### src/hdl/programmable_interval_timer_top_assert.svh
// assertion macros used by the timer top module
`ifndef PROGRAMMABLE_INTERVAL_TIMER_TOP_ASSERT_SVH
`define PROGRAMMABLE_INTERVAL_TIMER_TOP_ASSERT_SVH

// same-cycle implication, clocked on clk_i, off during reset
`define PIT_ASSERT_NOW(lbl, a, b, msg) \
  lbl: assert property (@(posedge clk_i) disable iff (!rst_ni) (a) |-> (b)) else $error(msg);

// next-cycle implication, clocked on clk_i, off during reset
`define PIT_ASSERT_NEXT(lbl, a, b, msg) \
  lbl: assert property (@(posedge clk_i) disable iff (!rst_ni) (a) |=> (b)) else $error(msg);

`endif

### src/hdl/pit_pkg.sv
// shared types and constants of the interval timer
package pit_pkg;

  localparam int NumTimersDef = 3;

  // request kinds
  localparam logic [1:0] KIND_WRITE = 2'd0;
  localparam logic [1:0] KIND_READ  = 2'd1;
  localparam logic [1:0] KIND_TICK  = 2'd2;
  localparam logic [1:0] KIND_GATE  = 2'd3;

  localparam logic [1:0] PORT_CTRL = 2'd3;
  localparam logic [1:0] SEL_RB    = 2'd3;

  // counter flag bit positions
  localparam int FL_THIT     = 0;
  localparam int FL_ENABLED  = 1;
  localparam int FL_GATE     = 2;
  localparam int FL_DISABLED = 3;
  localparam int FL_INITIAL  = 4;
  localparam int FL_NEWCOUNT = 5;
  localparam int FL_LATCHED  = 6;
  localparam int FL_REREAD   = 7;
  localparam int FL_STATUS   = 8;
  localparam int FL_OUT      = 9;

  // operation on one counter
  typedef enum logic [2:0] {
    OP_NONE,
    OP_CTRL,
    OP_RB,
    OP_WR,
    OP_RD,
    OP_TICK,
    OP_GATE
  } pit_op_e;

  typedef struct packed {
    pit_op_e    op;
    logic [7:0] data;
    logic       gate;
    logic       rb_cnt;
    logic       rb_st;
  } pit_cmd_t;

endpackage

### src/hdl/pit_req_if.sv
// request and result channel interfaces of the interval timer
interface pit_req_if;
  logic       valid;
  logic       ready;
  logic [1:0] kind;
  logic [1:0] port;
  logic [7:0] write_data;
  logic [1:0] counter_sel;
  logic       gate_level;

  modport source (output valid, kind, port, write_data, counter_sel, gate_level,
                  input ready);
  modport sink   (input valid, kind, port, write_data, counter_sel, gate_level,
                  output ready);
endinterface

interface pit_rsp_if;
  logic       valid;
  logic       ready;
  logic [7:0] read_data;
  logic       out_zero;
  logic       out_one;
  logic       out_two;

  modport source (output valid, read_data, out_zero, out_one, out_two, input ready);
  modport sink   (input valid, read_data, out_zero, out_one, out_two, output ready);
endinterface

### src/hdl/pit_counter.sv
// one timer counter: reload, count, latches, mode and flags
module pit_counter (
  input  logic              clk_i,
  input  logic              rst_ni,
  input  pit_pkg::pit_cmd_t cmd_i,
  output logic [7:0]        rd_data_o,
  output logic              out_o
);
  import pit_pkg::*;

  typedef struct packed {
    logic [15:0] reload;
    logic [16:0] count;
    logic [16:0] latched;
    logic [2:0]  mode;
    logic [1:0]  rd_order;
    logic [1:0]  wr_order;
    logic [7:0]  control;
    logic [7:0]  status;
    logic [9:0]  flags;
  } cnt_t;

  // state after reset: full reload, terminal-hit set
  localparam cnt_t CntRst = '{reload: 16'hffff, flags: 10'(1 << FL_THIT), default: '0};

  cnt_t st_q, st_d;

  function automatic logic [16:0] full_reload(cnt_t s);
    return (s.reload == 16'h0) ? 17'h10000 : {1'b0, s.reload};
  endfunction

  function automatic logic [16:0] live_count(cnt_t s);
    return (s.mode == 3'd2) ? s.count + 17'd1 : s.count;
  endfunction

  function automatic cnt_t latch_count(cnt_t s);
    cnt_t r;
    r = s;
    r.latched = live_count(s);
    r.flags[FL_REREAD] = 1'b0;
    r.rd_order = 2'd3;
    r.flags[FL_LATCHED] = 1'b1;
    return r;
  endfunction

  function automatic cnt_t load_counter(cnt_t s);
    cnt_t        r;
    logic [16:0] l;
    logic        init;
    logic        g;
    r = s;
    l = full_reload(s);
    init = s.flags[FL_INITIAL];
    g = s.flags[FL_GATE];
    r.flags[FL_NEWCOUNT] = 1'b0;
    r.flags[FL_DISABLED] = 1'b0;
    unique case (s.mode)
      3'd0: begin
        r.count = l;
        r.flags[FL_OUT] = 1'b0;
        r.flags[FL_THIT] = 1'b0;
        r.flags[FL_ENABLED] = g;
      end
      3'd2: begin
        if (init) begin
          r.count = l - 17'd1;
          r.flags[FL_OUT] = 1'b1;
          r.flags[FL_THIT] = 1'b0;
        end
        r.flags[FL_ENABLED] = g;
      end
      3'd3: begin
        if (init) begin
          r.count = l;
          r.flags[FL_NEWCOUNT] = l[0];
          r.flags[FL_OUT] = 1'b1;
          r.flags[FL_THIT] = 1'b0;
        end
        r.flags[FL_ENABLED] = g;
      end
      3'd4: begin
        if (!s.flags[FL_THIT] && !init) begin
          r.flags[FL_NEWCOUNT] = 1'b1;
        end else begin
          r.count = l;
          r.flags[FL_OUT] = 1'b0;
          r.flags[FL_THIT] = 1'b0;
        end
        r.flags[FL_ENABLED] = g;
      end
      default: begin
        r.flags[FL_ENABLED] = 1'b1;
      end
    endcase
    r.flags[FL_INITIAL] = 1'b0;
    return r;
  endfunction

  function automatic cnt_t terminal(cnt_t s);
    cnt_t        r;
    logic [16:0] l;
    r = s;
    l = full_reload(s);
    if (s.flags[FL_DISABLED]) begin
      r.count = s.count + 17'h0ffff;
    end else begin
      unique case (s.mode)
        3'd0, 3'd1, 3'd5: begin
          r.flags[FL_OUT] = 1'b1;
          r.flags[FL_THIT] = 1'b1;
          r.count = s.count + 17'h0ffff;
        end
        3'd2: begin
          r.count = s.count + l;
          r.flags[FL_OUT] = 1'b1;
        end
        3'd3: begin
          r.flags[FL_OUT] = !s.flags[FL_OUT];
          r.count = s.count + l;
          r.flags[FL_NEWCOUNT] = l[0];
        end
        default: begin
          if (!s.flags[FL_THIT]) r.flags[FL_OUT] = 1'b1;
          if (s.flags[FL_NEWCOUNT]) begin
            r.flags[FL_NEWCOUNT] = 1'b0;
            r.count = s.count + l;
          end else begin
            r.flags[FL_THIT] = 1'b1;
            r.count = s.count + 17'h0ffff;
          end
        end
      endcase
    end
    return r;
  endfunction

  // next state and read byte for this request
  always_comb begin
    cnt_t        s;
    logic [16:0] l;
    logic [16:0] dec;
    logic        rise;
    logic [2:0]  m;
    s = st_q;
    rd_data_o = 8'hff;
    l = full_reload(st_q);
    dec = 17'd1;
    rise = 1'b0;
    m = 3'd0;
    unique case (cmd_i.op)
      OP_CTRL: begin
        if (cmd_i.data[5:4] == 2'd0) begin
          s = latch_count(s);
        end else begin
          m = cmd_i.data[3:1];
          if (m > 3'd5) m = {1'b0, m[1:0]};
          s.control = cmd_i.data;
          s.rd_order = cmd_i.data[5:4];
          s.wr_order = cmd_i.data[5:4];
          s.mode = m;
          s.flags[FL_REREAD] = 1'b1;
          s.flags[FL_INITIAL] = 1'b1;
          s.flags[FL_OUT] = (m != 3'd0);
          s.flags[FL_DISABLED] = 1'b1;
        end
        s.flags[FL_THIT] = 1'b0;
      end
      OP_RB: begin
        if (cmd_i.rb_cnt) s = latch_count(s);
        if (cmd_i.rb_st) begin
          s.status = (s.control & 8'h3f) | (s.flags[FL_OUT] ? 8'h80 : 8'h00);
          s.flags[FL_STATUS] = 1'b1;
        end
      end
      OP_WR: begin
        unique case (s.wr_order)
          2'd1: begin
            s.reload = {8'h00, cmd_i.data};
            s = load_counter(s);
          end
          2'd2: begin
            s.reload = {cmd_i.data, 8'h00};
            s = load_counter(s);
          end
          2'd0: begin
            s.reload = {cmd_i.data, s.reload[7:0]};
            s = load_counter(s);
            s.wr_order = 2'd3;
          end
          default: begin
            s.reload = {s.reload[15:8], cmd_i.data};
            s.wr_order = 2'd0;
          end
        endcase
      end
      OP_RD: begin
        if (s.flags[FL_STATUS]) begin
          s.flags[FL_STATUS] = 1'b0;
          rd_data_o = s.status;
        end else begin
          if (s.flags[FL_REREAD] && !s.flags[FL_LATCHED]) begin
            s.flags[FL_REREAD] = 1'b0;
            s.latched = live_count(s);
          end
          unique case (s.rd_order)
            2'd0: begin
              rd_data_o = s.latched[15:8];
              s.rd_order = 2'd3;
              s.flags[FL_LATCHED] = 1'b0;
              s.flags[FL_REREAD] = 1'b1;
            end
            2'd1: begin
              rd_data_o = s.latched[7:0];
              s.flags[FL_LATCHED] = 1'b0;
              s.flags[FL_REREAD] = 1'b1;
            end
            2'd2: begin
              rd_data_o = s.latched[15:8];
              s.flags[FL_LATCHED] = 1'b0;
              s.flags[FL_REREAD] = 1'b1;
            end
            default: begin
              rd_data_o = s.latched[7:0];
              s.rd_order = 2'd0;
            end
          endcase
        end
      end
      OP_TICK: begin
        if (!s.flags[FL_THIT] && s.flags[FL_ENABLED]) begin
          if (s.mode == 3'd3 && s.flags[FL_NEWCOUNT]) begin
            dec = s.flags[FL_OUT] ? 17'd1 : 17'd3;
            s.flags[FL_NEWCOUNT] = 1'b0;
          end else begin
            dec = (s.mode == 3'd3) ? 17'd2 : 17'd1;
          end
          s.count = s.count - dec;
          if (s.count == 17'd0) s = terminal(s);
        end
      end
      OP_GATE: begin
        rise = cmd_i.gate && !s.flags[FL_GATE];
        if (!s.flags[FL_DISABLED]) begin
          unique case (s.mode)
            3'd0, 3'd4: begin
              s.flags[FL_ENABLED] = cmd_i.gate;
            end
            3'd1, 3'd5: begin
              if (rise) begin
                s.count = l;
                s.flags[FL_OUT] = 1'b0;
                s.flags[FL_THIT] = 1'b0;
                s.flags[FL_ENABLED] = 1'b1;
              end
            end
            3'd2: begin
              if (rise) begin
                s.count = l - 17'd1;
                s.flags[FL_OUT] = 1'b1;
                s.flags[FL_THIT] = 1'b0;
              end
              s.flags[FL_ENABLED] = cmd_i.gate;
            end
            default: begin
              if (rise) begin
                s.count = l;
                s.flags[FL_NEWCOUNT] = l[0];
                s.flags[FL_OUT] = 1'b1;
                s.flags[FL_THIT] = 1'b0;
              end
              s.flags[FL_ENABLED] = cmd_i.gate;
            end
          endcase
        end
        s.flags[FL_GATE] = cmd_i.gate;
      end
      default: begin
      end
    endcase
    st_d = s;
  end

  assign out_o = st_d.flags[FL_OUT];

  // counter state register
  always_ff @(posedge clk_i or negedge rst_ni) begin
    if (!rst_ni) begin
      st_q <= CntRst;
    end else begin
      st_q <= st_d;
    end
  end

endmodule

### src/hdl/programmable_interval_timer_top.sv
// Three-counter interval timer, 8253/8254 style. One request is taken every clock cycle that
// ready is high, and its result appears in the result register on the next cycle; the request
// is decoded and all counter state is updated by logic between the request handshake and that
// register. Ready falls only while a result sits in the register and is not being taken.
// Counters at or above NUM_TIMERS are absent: their requests are ignored, reads give 0xff.
module programmable_interval_timer_top #(
  parameter int NUM_TIMERS = pit_pkg::NumTimersDef
) (
  input  logic  clk_i,
  input  logic  rst_ni,
  input  logic  cfg_we_i,
  input  logic  cfg_data_i,
  pit_req_if.sink   req_i,
  pit_rsp_if.source rsp_o
);
  import pit_pkg::*;
  `include "programmable_interval_timer_top_assert.svh"

  logic       is_8254_q;
  logic [7:0] last_ctl_q, last_ctl_d;
  logic       rsp_valid_q;
  logic [7:0] rd_q, rd_d;
  logic [2:0] outs_q;
  logic       accept;

  pit_cmd_t   cmd [4];
  logic [7:0] cnt_rd [4];
  logic       cnt_out [4];

  assign req_i.ready = !rsp_valid_q || rsp_o.ready;
  assign accept = req_i.valid && req_i.ready;

  // per-counter operation decode
  always_comb begin
    logic [1:0] t;
    t = req_i.write_data[7:6];
    for (int i = 0; i < 4; i++) begin
      cmd[i] = '0;
      cmd[i].op = OP_NONE;
      cmd[i].data = req_i.write_data;
      cmd[i].gate = req_i.gate_level;
      cmd[i].rb_cnt = !req_i.write_data[5];
      cmd[i].rb_st = !req_i.write_data[4];
    end
    if (accept) begin
      for (int i = 0; i < 3; i++) begin
        unique case (req_i.kind)
          KIND_WRITE: begin
            if (req_i.port == PORT_CTRL) begin
              if (t == SEL_RB) begin
                if (is_8254_q && req_i.write_data[i + 1]) cmd[i].op = OP_RB;
              end else if (t == 2'(i)) begin
                cmd[i].op = OP_CTRL;
              end
            end else if (req_i.port == 2'(i)) begin
              cmd[i].op = OP_WR;
            end
          end
          KIND_READ: if (req_i.port == 2'(i)) cmd[i].op = OP_RD;
          KIND_TICK: if (req_i.counter_sel == 2'(i)) cmd[i].op = OP_TICK;
          default:   if (req_i.counter_sel == 2'(i)) cmd[i].op = OP_GATE;
        endcase
      end
    end
  end

  // counters that exist, idle values for the rest
  for (genvar g = 0; g < 4; g++) begin : g_cnt
    if (g < NUM_TIMERS) begin : g_on
      pit_counter u_cnt (
        .clk_i    (clk_i),
        .rst_ni   (rst_ni),
        .cmd_i    (cmd[g]),
        .rd_data_o(cnt_rd[g]),
        .out_o    (cnt_out[g])
      );
    end else begin : g_off
      assign cnt_rd[g] = 8'hff;
      assign cnt_out[g] = 1'b0;
    end
  end

  // last control word and read byte
  always_comb begin
    last_ctl_d = last_ctl_q;
    if (req_i.kind == KIND_WRITE && req_i.port == PORT_CTRL
        && req_i.write_data[7:6] != SEL_RB
        && int'(req_i.write_data[7:6]) < NUM_TIMERS) begin
      last_ctl_d = (req_i.write_data[5:4] == 2'd0) ? (req_i.write_data | 8'h30)
                                                    : req_i.write_data;
    end
    rd_d = 8'hff;
    if (req_i.kind == KIND_READ) begin
      if (req_i.port == PORT_CTRL) rd_d = is_8254_q ? last_ctl_q : 8'h00;
      else rd_d = cnt_rd[req_i.port];
    end
  end

  // control registers
  always_ff @(posedge clk_i or negedge rst_ni) begin
    if (!rst_ni) begin
      is_8254_q <= 1'b1;
      last_ctl_q <= 8'h00;
      rsp_valid_q <= 1'b0;
    end else begin
      if (cfg_we_i) is_8254_q <= cfg_data_i;
      if (accept) last_ctl_q <= last_ctl_d;
      if (accept) rsp_valid_q <= 1'b1;
      else if (rsp_o.ready) rsp_valid_q <= 1'b0;
    end
  end

  // result register
  always_ff @(posedge clk_i) begin
    if (accept) begin
      rd_q <= rd_d;
      outs_q <= {cnt_out[2], cnt_out[1], cnt_out[0]};
    end
  end

  assign rsp_o.valid = rsp_valid_q;
  assign rsp_o.read_data = rd_q;
  assign rsp_o.out_zero = outs_q[0];
  assign rsp_o.out_one = outs_q[1];
  assign rsp_o.out_two = outs_q[2];

  `PIT_ASSERT_NOW(a_ready_when_empty, !rsp_valid_q, req_i.ready, "not ready with empty result register")
  `PIT_ASSERT_NEXT(a_result_follows, accept, rsp_valid_q, "accepted request gave no result")
  `PIT_ASSERT_NEXT(a_nonread_ff, accept && req_i.kind != KIND_READ, rd_q == 8'hff, "read byte not 0xff for a non-read request")

endmodule

### src/flat_wrapper.sv
// flat-port wrapper written by rule: the top's interface ports become plain ports
module programmable_interval_timer_top_flat import pit_pkg::*;
#(
  parameter int NUM_TIMERS = pit_pkg::NumTimersDef
)
  (clk_i, rst_ni, cfg_we_i, cfg_data_i, req_i_valid, req_i_kind, req_i_port, req_i_write_data, req_i_counter_sel, req_i_gate_level, req_i_ready, rsp_o_valid, rsp_o_read_data, rsp_o_out_zero, rsp_o_out_one, rsp_o_out_two, rsp_o_ready);
  pit_req_if req_i_i ();
  pit_rsp_if rsp_o_i ();
  input  logic clk_i;
  input  logic rst_ni;
  input  logic cfg_we_i;
  input  logic cfg_data_i;
  input wire logic [$bits(req_i_i.valid)-1:0] req_i_valid;
  input wire logic [$bits(req_i_i.kind)-1:0] req_i_kind;
  input wire logic [$bits(req_i_i.port)-1:0] req_i_port;
  input wire logic [$bits(req_i_i.write_data)-1:0] req_i_write_data;
  input wire logic [$bits(req_i_i.counter_sel)-1:0] req_i_counter_sel;
  input wire logic [$bits(req_i_i.gate_level)-1:0] req_i_gate_level;
  output wire logic [$bits(req_i_i.ready)-1:0] req_i_ready;
  output wire logic [$bits(rsp_o_i.valid)-1:0] rsp_o_valid;
  output wire logic [$bits(rsp_o_i.read_data)-1:0] rsp_o_read_data;
  output wire logic [$bits(rsp_o_i.out_zero)-1:0] rsp_o_out_zero;
  output wire logic [$bits(rsp_o_i.out_one)-1:0] rsp_o_out_one;
  output wire logic [$bits(rsp_o_i.out_two)-1:0] rsp_o_out_two;
  input wire logic [$bits(rsp_o_i.ready)-1:0] rsp_o_ready;
  assign req_i_i.valid = req_i_valid;
  assign req_i_i.kind = req_i_kind;
  assign req_i_i.port = req_i_port;
  assign req_i_i.write_data = req_i_write_data;
  assign req_i_i.counter_sel = req_i_counter_sel;
  assign req_i_i.gate_level = req_i_gate_level;
  assign req_i_ready = req_i_i.ready;
  assign rsp_o_valid = rsp_o_i.valid;
  assign rsp_o_read_data = rsp_o_i.read_data;
  assign rsp_o_out_zero = rsp_o_i.out_zero;
  assign rsp_o_out_one = rsp_o_i.out_one;
  assign rsp_o_out_two = rsp_o_i.out_two;
  assign rsp_o_i.ready = rsp_o_ready;
  programmable_interval_timer_top #(.NUM_TIMERS(NUM_TIMERS)) u_core (.clk_i(clk_i), .rst_ni(rst_ni), .cfg_we_i(cfg_we_i), .cfg_data_i(cfg_data_i), .req_i(req_i_i), .rsp_o(rsp_o_i));
endmodule
### config.mk
export PLATFORM = sky130hd
export DESIGN_NAME = programmable_interval_timer_top_flat
export DESIGN_NICKNAME = d
export VERILOG_FILES = /design/src/hdl/pit_pkg.sv /design/src/hdl/pit_req_if.sv /design/src/hdl/pit_counter.sv /design/src/hdl/programmable_interval_timer_top.sv /design/src/flat_wrapper.sv
export VERILOG_INCLUDE_DIRS = /design/src /design/src/hdl
export SDC_FILE = /design/constraint.sdc
export NUM_CORES = 1
export LEC_CHECK = 0
export ABC_AREA = 0
export BUFFER_PORTS_ARGS = -buffer_cell sky130_fd_sc_hd__buf_2
export CORE_ASPECT_RATIO = 1.5
export CORE_MARGIN = 2
export CORE_UTILIZATION = 24
export CTS_CLUSTER_DIAMETER = 40
export DETAILED_ROUTE_END_ITERATION = 12
export MAX_ROUTING_LAYER = met4
export PLACE_DENSITY = 0.45
export SLEW_MARGIN = 20
export SYNTH_ARGS = -nofsm -noshare
export SYNTH_HDL_FRONTEND = slang
export SYNTH_SLANG_ARGS = --single-unit
export TNS_END_PERCENT = 5
### constraint.sdc
create_clock -name clk_i -period 10.6 [get_ports clk_i]
set_input_delay 0.53 -clock clk_i [delete_from_list [all_inputs] [get_ports clk_i]]
set_output_delay 0.53 -clock clk_i [all_outputs]
set_load 0.005 [all_outputs]
==> results.json, run 1 <==
{
  "leakagePower_uw": 0.0100,
  "p_comb_frac": 0.469,
  "yosysWarningCount": 0,
  "htreeDepth": 2,
  "start_util": 0.241,
  "finalSetupViolCount": 0,
  "clkTransAtPathRegs_ns": 0.06,
  "grt_busiest_layer": "met2",
  "routed_wl_mm": 98.9,
  "ant_nets": 0,
  "core_area_um2": 96700,
  "synth_area_per_cell_um2": 7.74,
  "gr-total-overflow": 0,
  "yosys-top-cells-area": "dfrtp_1, dfstp_2, o21ai_0",
  "synth_fa_ha_area_frac": 0.0524,
  "synth_cell_types": 104,
  "cts_tree": "yes",
  "hold_viol": 0,
  "tightest_slew_ns": 1.12,
  "synth_compound_area_frac": 0.247,
  "cts_made_buffers": 45,
  "clkSinkCount": 255,
  "timing.final.crit_share": 0.505,
  "wl_per_cell_um": 23.5,
  "synth_top_cell_by_area": "dfrtp_1",
  "vias_per_cell": 5.46,
  "switching_share": 0.454,
  "yosysSeqAreaShare": 0.279,
  "grt_pass1_wl_mm": 149,
  "hp-class": "input pin to register",
  "cp.arrival_ns": 5.74,
  "syn_inst": 3011,
  "post-route-min-period_ns": 5.35,
  "synth_async_sr_flop_share": 0.957,
  "rsz0062_at_grt": "no",
  "place_congestion": 0.922,
  "cts_root_buf": "clkbuf_16",
  "grt.total_usage": 0.200,
  "fin_nets": 3013,
  "first_global_vias": 23200,
  "areaGrowthSynthToFinish_pct": 12.1,
  "p_int_uw": 3250,
  "endpoint_kind": "register",
  "grt_max_degree": 71,
  "synth_xor_area_frac": 0.0681,
  "skew_ns": 0.0204,
  "finalNonFillerCells": 4213,
  "synth.area.mux_share": 0.0484,
  "placed_cells": 4127,
  "dieArea_um2": 99600,
  "via_count": 23000,
  "synth_top_family_by_area": "compound AO/OA/AOI/OAI gates",
  "syn-num-nets": 3126,
  "antenna_found_initial": 1,
  "grt_util_met3": 0.0170,
  "die_y_um": 386,
  "die_w_um": 258,
  "worstSetupStartpointType": "register",
  "synth.most_common_cell": "nand2_1",
  "max_cap_violations": 0,
  "synth-simple-area-share": 0.244,
  "synthTopCellsByCount": "nand2_1, nor2_1, o21ai_0, clkbuf_1, a21oi_1",
  "insertion_delay_ns": 0.59,
  "grt_util_met1": 0.210,
  "p_clk_frac": 0.257,
  "hpwl_mm": 74.5,
  "synth_top_cell_area_share": 0.206,
  "hold_start": "req_i_valid",
  "first_pass_iters": 6,
  "netSwitchingPower_uw": 2700,
  "seqPwrFrac": 0.274,
  "cp.required_ns": 10.99,
  "route.detailed.drc": 0,
  "cp_max_fo": 13,
  "vdd_drop_max_mv": 0.110,
  "synth_edf_count": 11,
  "status": "finished, final reports clean",
  "slew_viol_final": 0,
  "synthFlopType": "dfrtp_1",
  "synth_seq_cells": 255,
  "timing.rr.start": "u_core.g_cnt[0].g_on.u_cnt.st_q[31]",
  "grtUsageMet2": 0.363,
  "relSlewSlack": 0.232,
  "drt_iter0_drc": 1982,
  "max_freq_mhz": 187,
  "cp-startpoint": "u_core.g_cnt[0].g_on.u_cnt.st_q[31]",
  "holdWs_ns": 0.193,
  "path_class": "register to register",
  "design_power_total_uw": 5950,
  "rows": 140,
  "drive_above_1_share": 0.123,
  "clockBufferDepth": 3,
  "p_per_area_nw_per_um2": 228,
  "portBuffers": 33,
  "ios": 34,
  "tns_ns": 0,
  "syn_area_um2": 23300
}
[per-stage QoR]
stage | area (µm²) | util | setup slack, ns
2_1_floorplan | 23300 | - | 5.89
3_3_place_gp | 24500 | 0.254 | 5.50
3_5_place_dp | 24500 | 0.254 | 5.39
4_1_cts | 26100 | 0.270 | 5.34
5_1_grt | 26100 | 0.270 | 4.84
6_report | 26100 | 0.270 | 5.25
[logic make-up (layout without fill, tap and decap cells)]
group / after synthesis / after routing
AO/OA/AOI/OAI: 876 / 876
XOR/XNOR: 181 / 181
adder cells (fa/ha/maj): 94 / 94
flip-flops: 255 / 255
buffers and inverters: 369 / 292
multiplexers: 94 / 94
other: 0 / 1
AND/OR/NAND/NOR: 1142 / 1142
[final timing paths]
check                                                      end  cells past startpoint  slack, ns
max in group asynchronous  u_core.g_cnt[1].g_on.u_cnt.st_q[52]                      4       7.81
hold / removal                              u_core.rsp_o.valid                      3       0.19
hold reg to reg            u_core.g_cnt[2].g_on.u_cnt.st_q[23]                      2       0.47
setup reg to reg                              u_core.outs_q[0]                     14       5.25
setup / recovery                              u_core.outs_q[0]                     14       5.25
min in group asynchronous  u_core.g_cnt[0].g_on.u_cnt.st_q[62]                      2       0.46
[state kept, by name, summed over array words and instances, names as in the netlist]
| register | flops |
|---|---|
| u_core.last_ctl_q | 8 |
| u_core.rsp_o.read_data | 8 |
| u_core.outs_q | 3 |
| u_core.rsp_o.valid | 1 |
| u_core.is_8254_q | 1 |
| u_core.g_cnt.g_on.u_cnt.st_q | 234 |
[area by class of cell]
| type | count | area (µm²) |
|---|---|---|
| Sequential cell | 255 | 6500 |
| Timing Repair Buffer | 86 | 583 |
| Clock inverter | 29 | 320 |
| Antenna cell | 1 | 2.50 |
| Multi-Input combinational cell | 2387 | 15400 |
| Tap cell | 1278 | 1600 |
| Clock buffer | 54 | 1220 |
| Fill cell | 10600 | 70600 |
| Inverter | 123 | 462 |
[critical path, cell delays in order (launching register included)]
cell and delay, ns:
dfrtp_1 0.55, nor2b_1 0.27, nand2_1 0.19, or2_2 0.33, ha_1 0.24, fa_1 0.65, ha_1 0.18, or4b_1 0.49
a2111oi_2 0.38, o211ai_1 0.20, a211oi_1 0.43, nand4_1 0.37, nor2_2 0.51, a21oi_1 0.13, o21ai_1 0.24
[routing by layer]
metal | part of all wire | wire length [µm] | up-vias
met5 | 0 | 0 | -
met4 | 0.069 | 6850 | 0
met3 | 0.039 | 3910 | 263
met2 | 0.52 | 51300 | 727
met1 | 0.37 | 36900 | 11200
li1 | - | - | 10800
[power by group through the flow]
stage	registers, µW	logic [µW]	clock network [µW]
floorplan	1390	2120	0
CTS	1630	2780	1570
global route	1670	3080	1600
detailed placement	1640	2760	0
global placement	1640	2770	0
finish	1630	2790	1530
[timing repair]
item	in CTS	in global routing
resized for setup	0	0
hold buffers	1	0
endpoints found under the hold margin	23	0
buffers inserted	0	0
[cell usage in the layout, fill, tap and decap left out, types with 52 or more instances in the layout]
cell     synthesis  layout
o21ai_0        229     229
dfrtp_1        192     192
dfstp_2         52      52
inv_1          121     121
xor2_1          56      56
mux2_2          69      69
ha_1            88      88
nand2_1        298     298
nor2_1         294     294
a21oi_1        199     199
nor3_1          93      93
nand3_1        122     122
xnor2_1        125     125
(Power assumes the default switching activity.)
==> run 2: changes to the inputs <==
==> constraint.sdc (replaced) <==
create_clock -name clk_i -period 5.04 [get_ports clk_i]
set_input_delay 0.252 -clock clk_i [delete_from_list [all_inputs] [get_ports clk_i]]
set_output_delay 0.252 -clock clk_i [all_outputs]
set_load 0.005 [all_outputs]
==> results.json, run 2 (synthesized netlist as in run 1, its figures left out) <==
{
  "vdd_drop_max_mv": 0.226,
  "cts_root_buf": "clkbuf_16",
  "fin_nets": 3062,
  "first_pass_iters": 6,
  "hpwl_mm": 76.3,
  "grt.total_usage": 0.201,
  "cp.arrival_ns": 5.19,
  "via_count": 23200,
  "hp-class": "input pin to register",
  "vias_per_cell": 5.43,
  "clockBufferDepth": 3,
  "cp_max_fo": 11,
  "tns_ns": 0,
  "insertion_delay_ns": 0.59,
  "start_util": 0.241,
  "clkSinkCount": 255,
  "slew_viol_final": 0,
  "grtUsageMet2": 0.366,
  "p_per_area_nw_per_um2": 476,
  "cp.required_ns": 5.49,
  "status": "finished, final reports clean",
  "slowest_delay_ns": 0.69,
  "regMostFlops": "u_core.g_cnt.g_on.u_cnt.st_q",
  "grt_util_met1": 0.213,
  "ant_nets": 0,
  "relSlewSlack": 0.289,
  "route.detailed.drc": 0,
  "tightest_slew_ns": 1.06,
  "post-route-min-period_ns": 4.74,
  "setup_ws_ns": 0.303,
  "ios": 34,
  "drt_iter0_drc": 1940,
  "max_freq_mhz": 211,
  "layout_common_cells": "nand2_1, nor2_1, o21ai_0",
  "cts_tree": "yes",
  "place_congestion": 0.923,
  "path_cells": "nor2_1 > nand2_1 > a21oi_1 > fa_1 > or4b_2 > nor2_1 > xor2_1 > ha_1 > a21o_1 > o32a_1 > o41ai_1 > buf_4 > o211ai_1 > a31o_2 > a21oi_1 > xnor2_1 > a221o_1",
  "drive_above_1_share": 0.137,
  "skew_ns": 0.0205,
  "post-place-ws_ns": 0.252,
  "grt_busiest_layer": "met2",
  "grt_util_met3": 0.0169,
  "clkTransAtPathRegs_ns": 0.05,
  "portBuffers": 33,
  "finalSetupViolCount": 0,
  "htreeDepth": 2,
  "wl_per_cell_um": 23.4,
  "grt_max_degree": 95,
  "die_w_um": 258,
  "grt_pass1_wl_mm": 149,
  "endpoint_kind": "register",
  "core_area_um2": 96700,
  "gr-total-overflow": 0,
  "max_cap_violations": 0,
  "rows": 140,
  "slowest_stage": "or4b_2",
  "first_global_vias": 22900,
  "worstSetupStartpointType": "register",
  "leakagePower_uw": 0.0103,
  "fillCellCount": 10700,
  "die_y_um": 386,
  "antenna_found_initial": 2,
  "dieArea_um2": 99600,
  "routed_wl_mm": 99.5,
  "cts_made_buffers": 44,
  "timing.final.crit_share": 0.940,
  "hold_viol": 0,
  "final_common_cell": "nand2_1",
  "areaGrowthSynthToFinish_pct": 14.0,
  "path_class": "register to register",
  "largest_reg_flops": 234
}
[run 2: worst max-delay path: cells and delay by family, from the launching register on]
kind / cells / cell delay (ns)
and+or+nand+nor: 4 / 1.15
buffers and inverters: 1 / 0.21
xor gates and xnor gates: 2 / 0.34
AOI/OAI and AO/OA: 8 / 1.70
adders and majority gates: 2 / 0.72
DFF: 1 / 0.48
[run 2: layout make-up]
cell class,instances,area [µm²],area share
Clock inverter,24,273,0.0103
Clock buffer,57,1260,0.0477
Timing Repair Buffer,136,983,0.0370
Tap cell,1278,1600,0.0602
Sequential cell,255,6500,0.245
Antenna cell,1,2.50,0.0000943
Inverter,123,462,0.0174
Multi-Input combinational cell,2387,15500,0.582
[run 2: path summary, 6_finish.rpt]
check | slack, ns | depth (start not counted) | from | end
setup / recovery | 0.30 | 17 | u_core.g_cnt[2].g_on.u_cnt.st_q[32] | u_core.g_cnt[2].g_on.u_cnt.st_q[65]
hold / removal | 0.04 | 3 | req_i_write_data[4] | u_core.g_cnt[1].g_on.u_cnt.st_q[71]
setup reg to reg | 0.30 | 17 | u_core.g_cnt[2].g_on.u_cnt.st_q[32] | u_core.g_cnt[2].g_on.u_cnt.st_q[65]
hold reg to reg | 0.47 | 2 | u_core.g_cnt[0].g_on.u_cnt.st_q[18] | u_core.g_cnt[0].g_on.u_cnt.st_q[18]
max in group asynchronous | 3.69 | 3 | rst_ni | u_core.g_cnt[2].g_on.u_cnt.st_q[22]
min in group asynchronous | 0.30 | 2 | rst_ni | u_core.g_cnt[0].g_on.u_cnt.st_q[45]
[run 2: timing repair]
action / CTS / global route
hold endpoints to repair: 77 / 0
hold buffers: 4 / 0
endpoints found under the setup margin: 0 / 8
buffers inserted: 0 / 0
gates resized for setup: 0 / 7
[run 2: power breakdown]
group          switching (µW)  leakage (µW)  total (µW)  internal, µW
clock                    1210      0.000749        3200          1990
combinational            3690       0.00654        6040          2360
sequential                786       0.00301        3400          2610
[run 2: stage by stage]
stage,cell area (µm²),std cells,hold WS (ns),power [µW],utilization
after global routing,26500,4261,0.0829,13500,0.275
after detailed placement,24900,4175,0.380,9380,0.258
after CTS,26500,4260,0.0253,12700,0.274
final,26500,4261,0.0435,12600,0.275
after floorplan,23300,3011,-0.0436,7370,-
after global placement,24900,4175,0.378,9420,0.258
[run 2: metal layers]
metal | vias to the layer above | share of wire | wire [µm]
li1 | 10900 | - | -
met5 | - | 0 | 0
met2 | 658 | 0.52 | 51900
met1 | 11300 | 0.38 | 38000
met3 | 226 | 0.034 | 3360
met4 | 0 | 0.063 | 6310
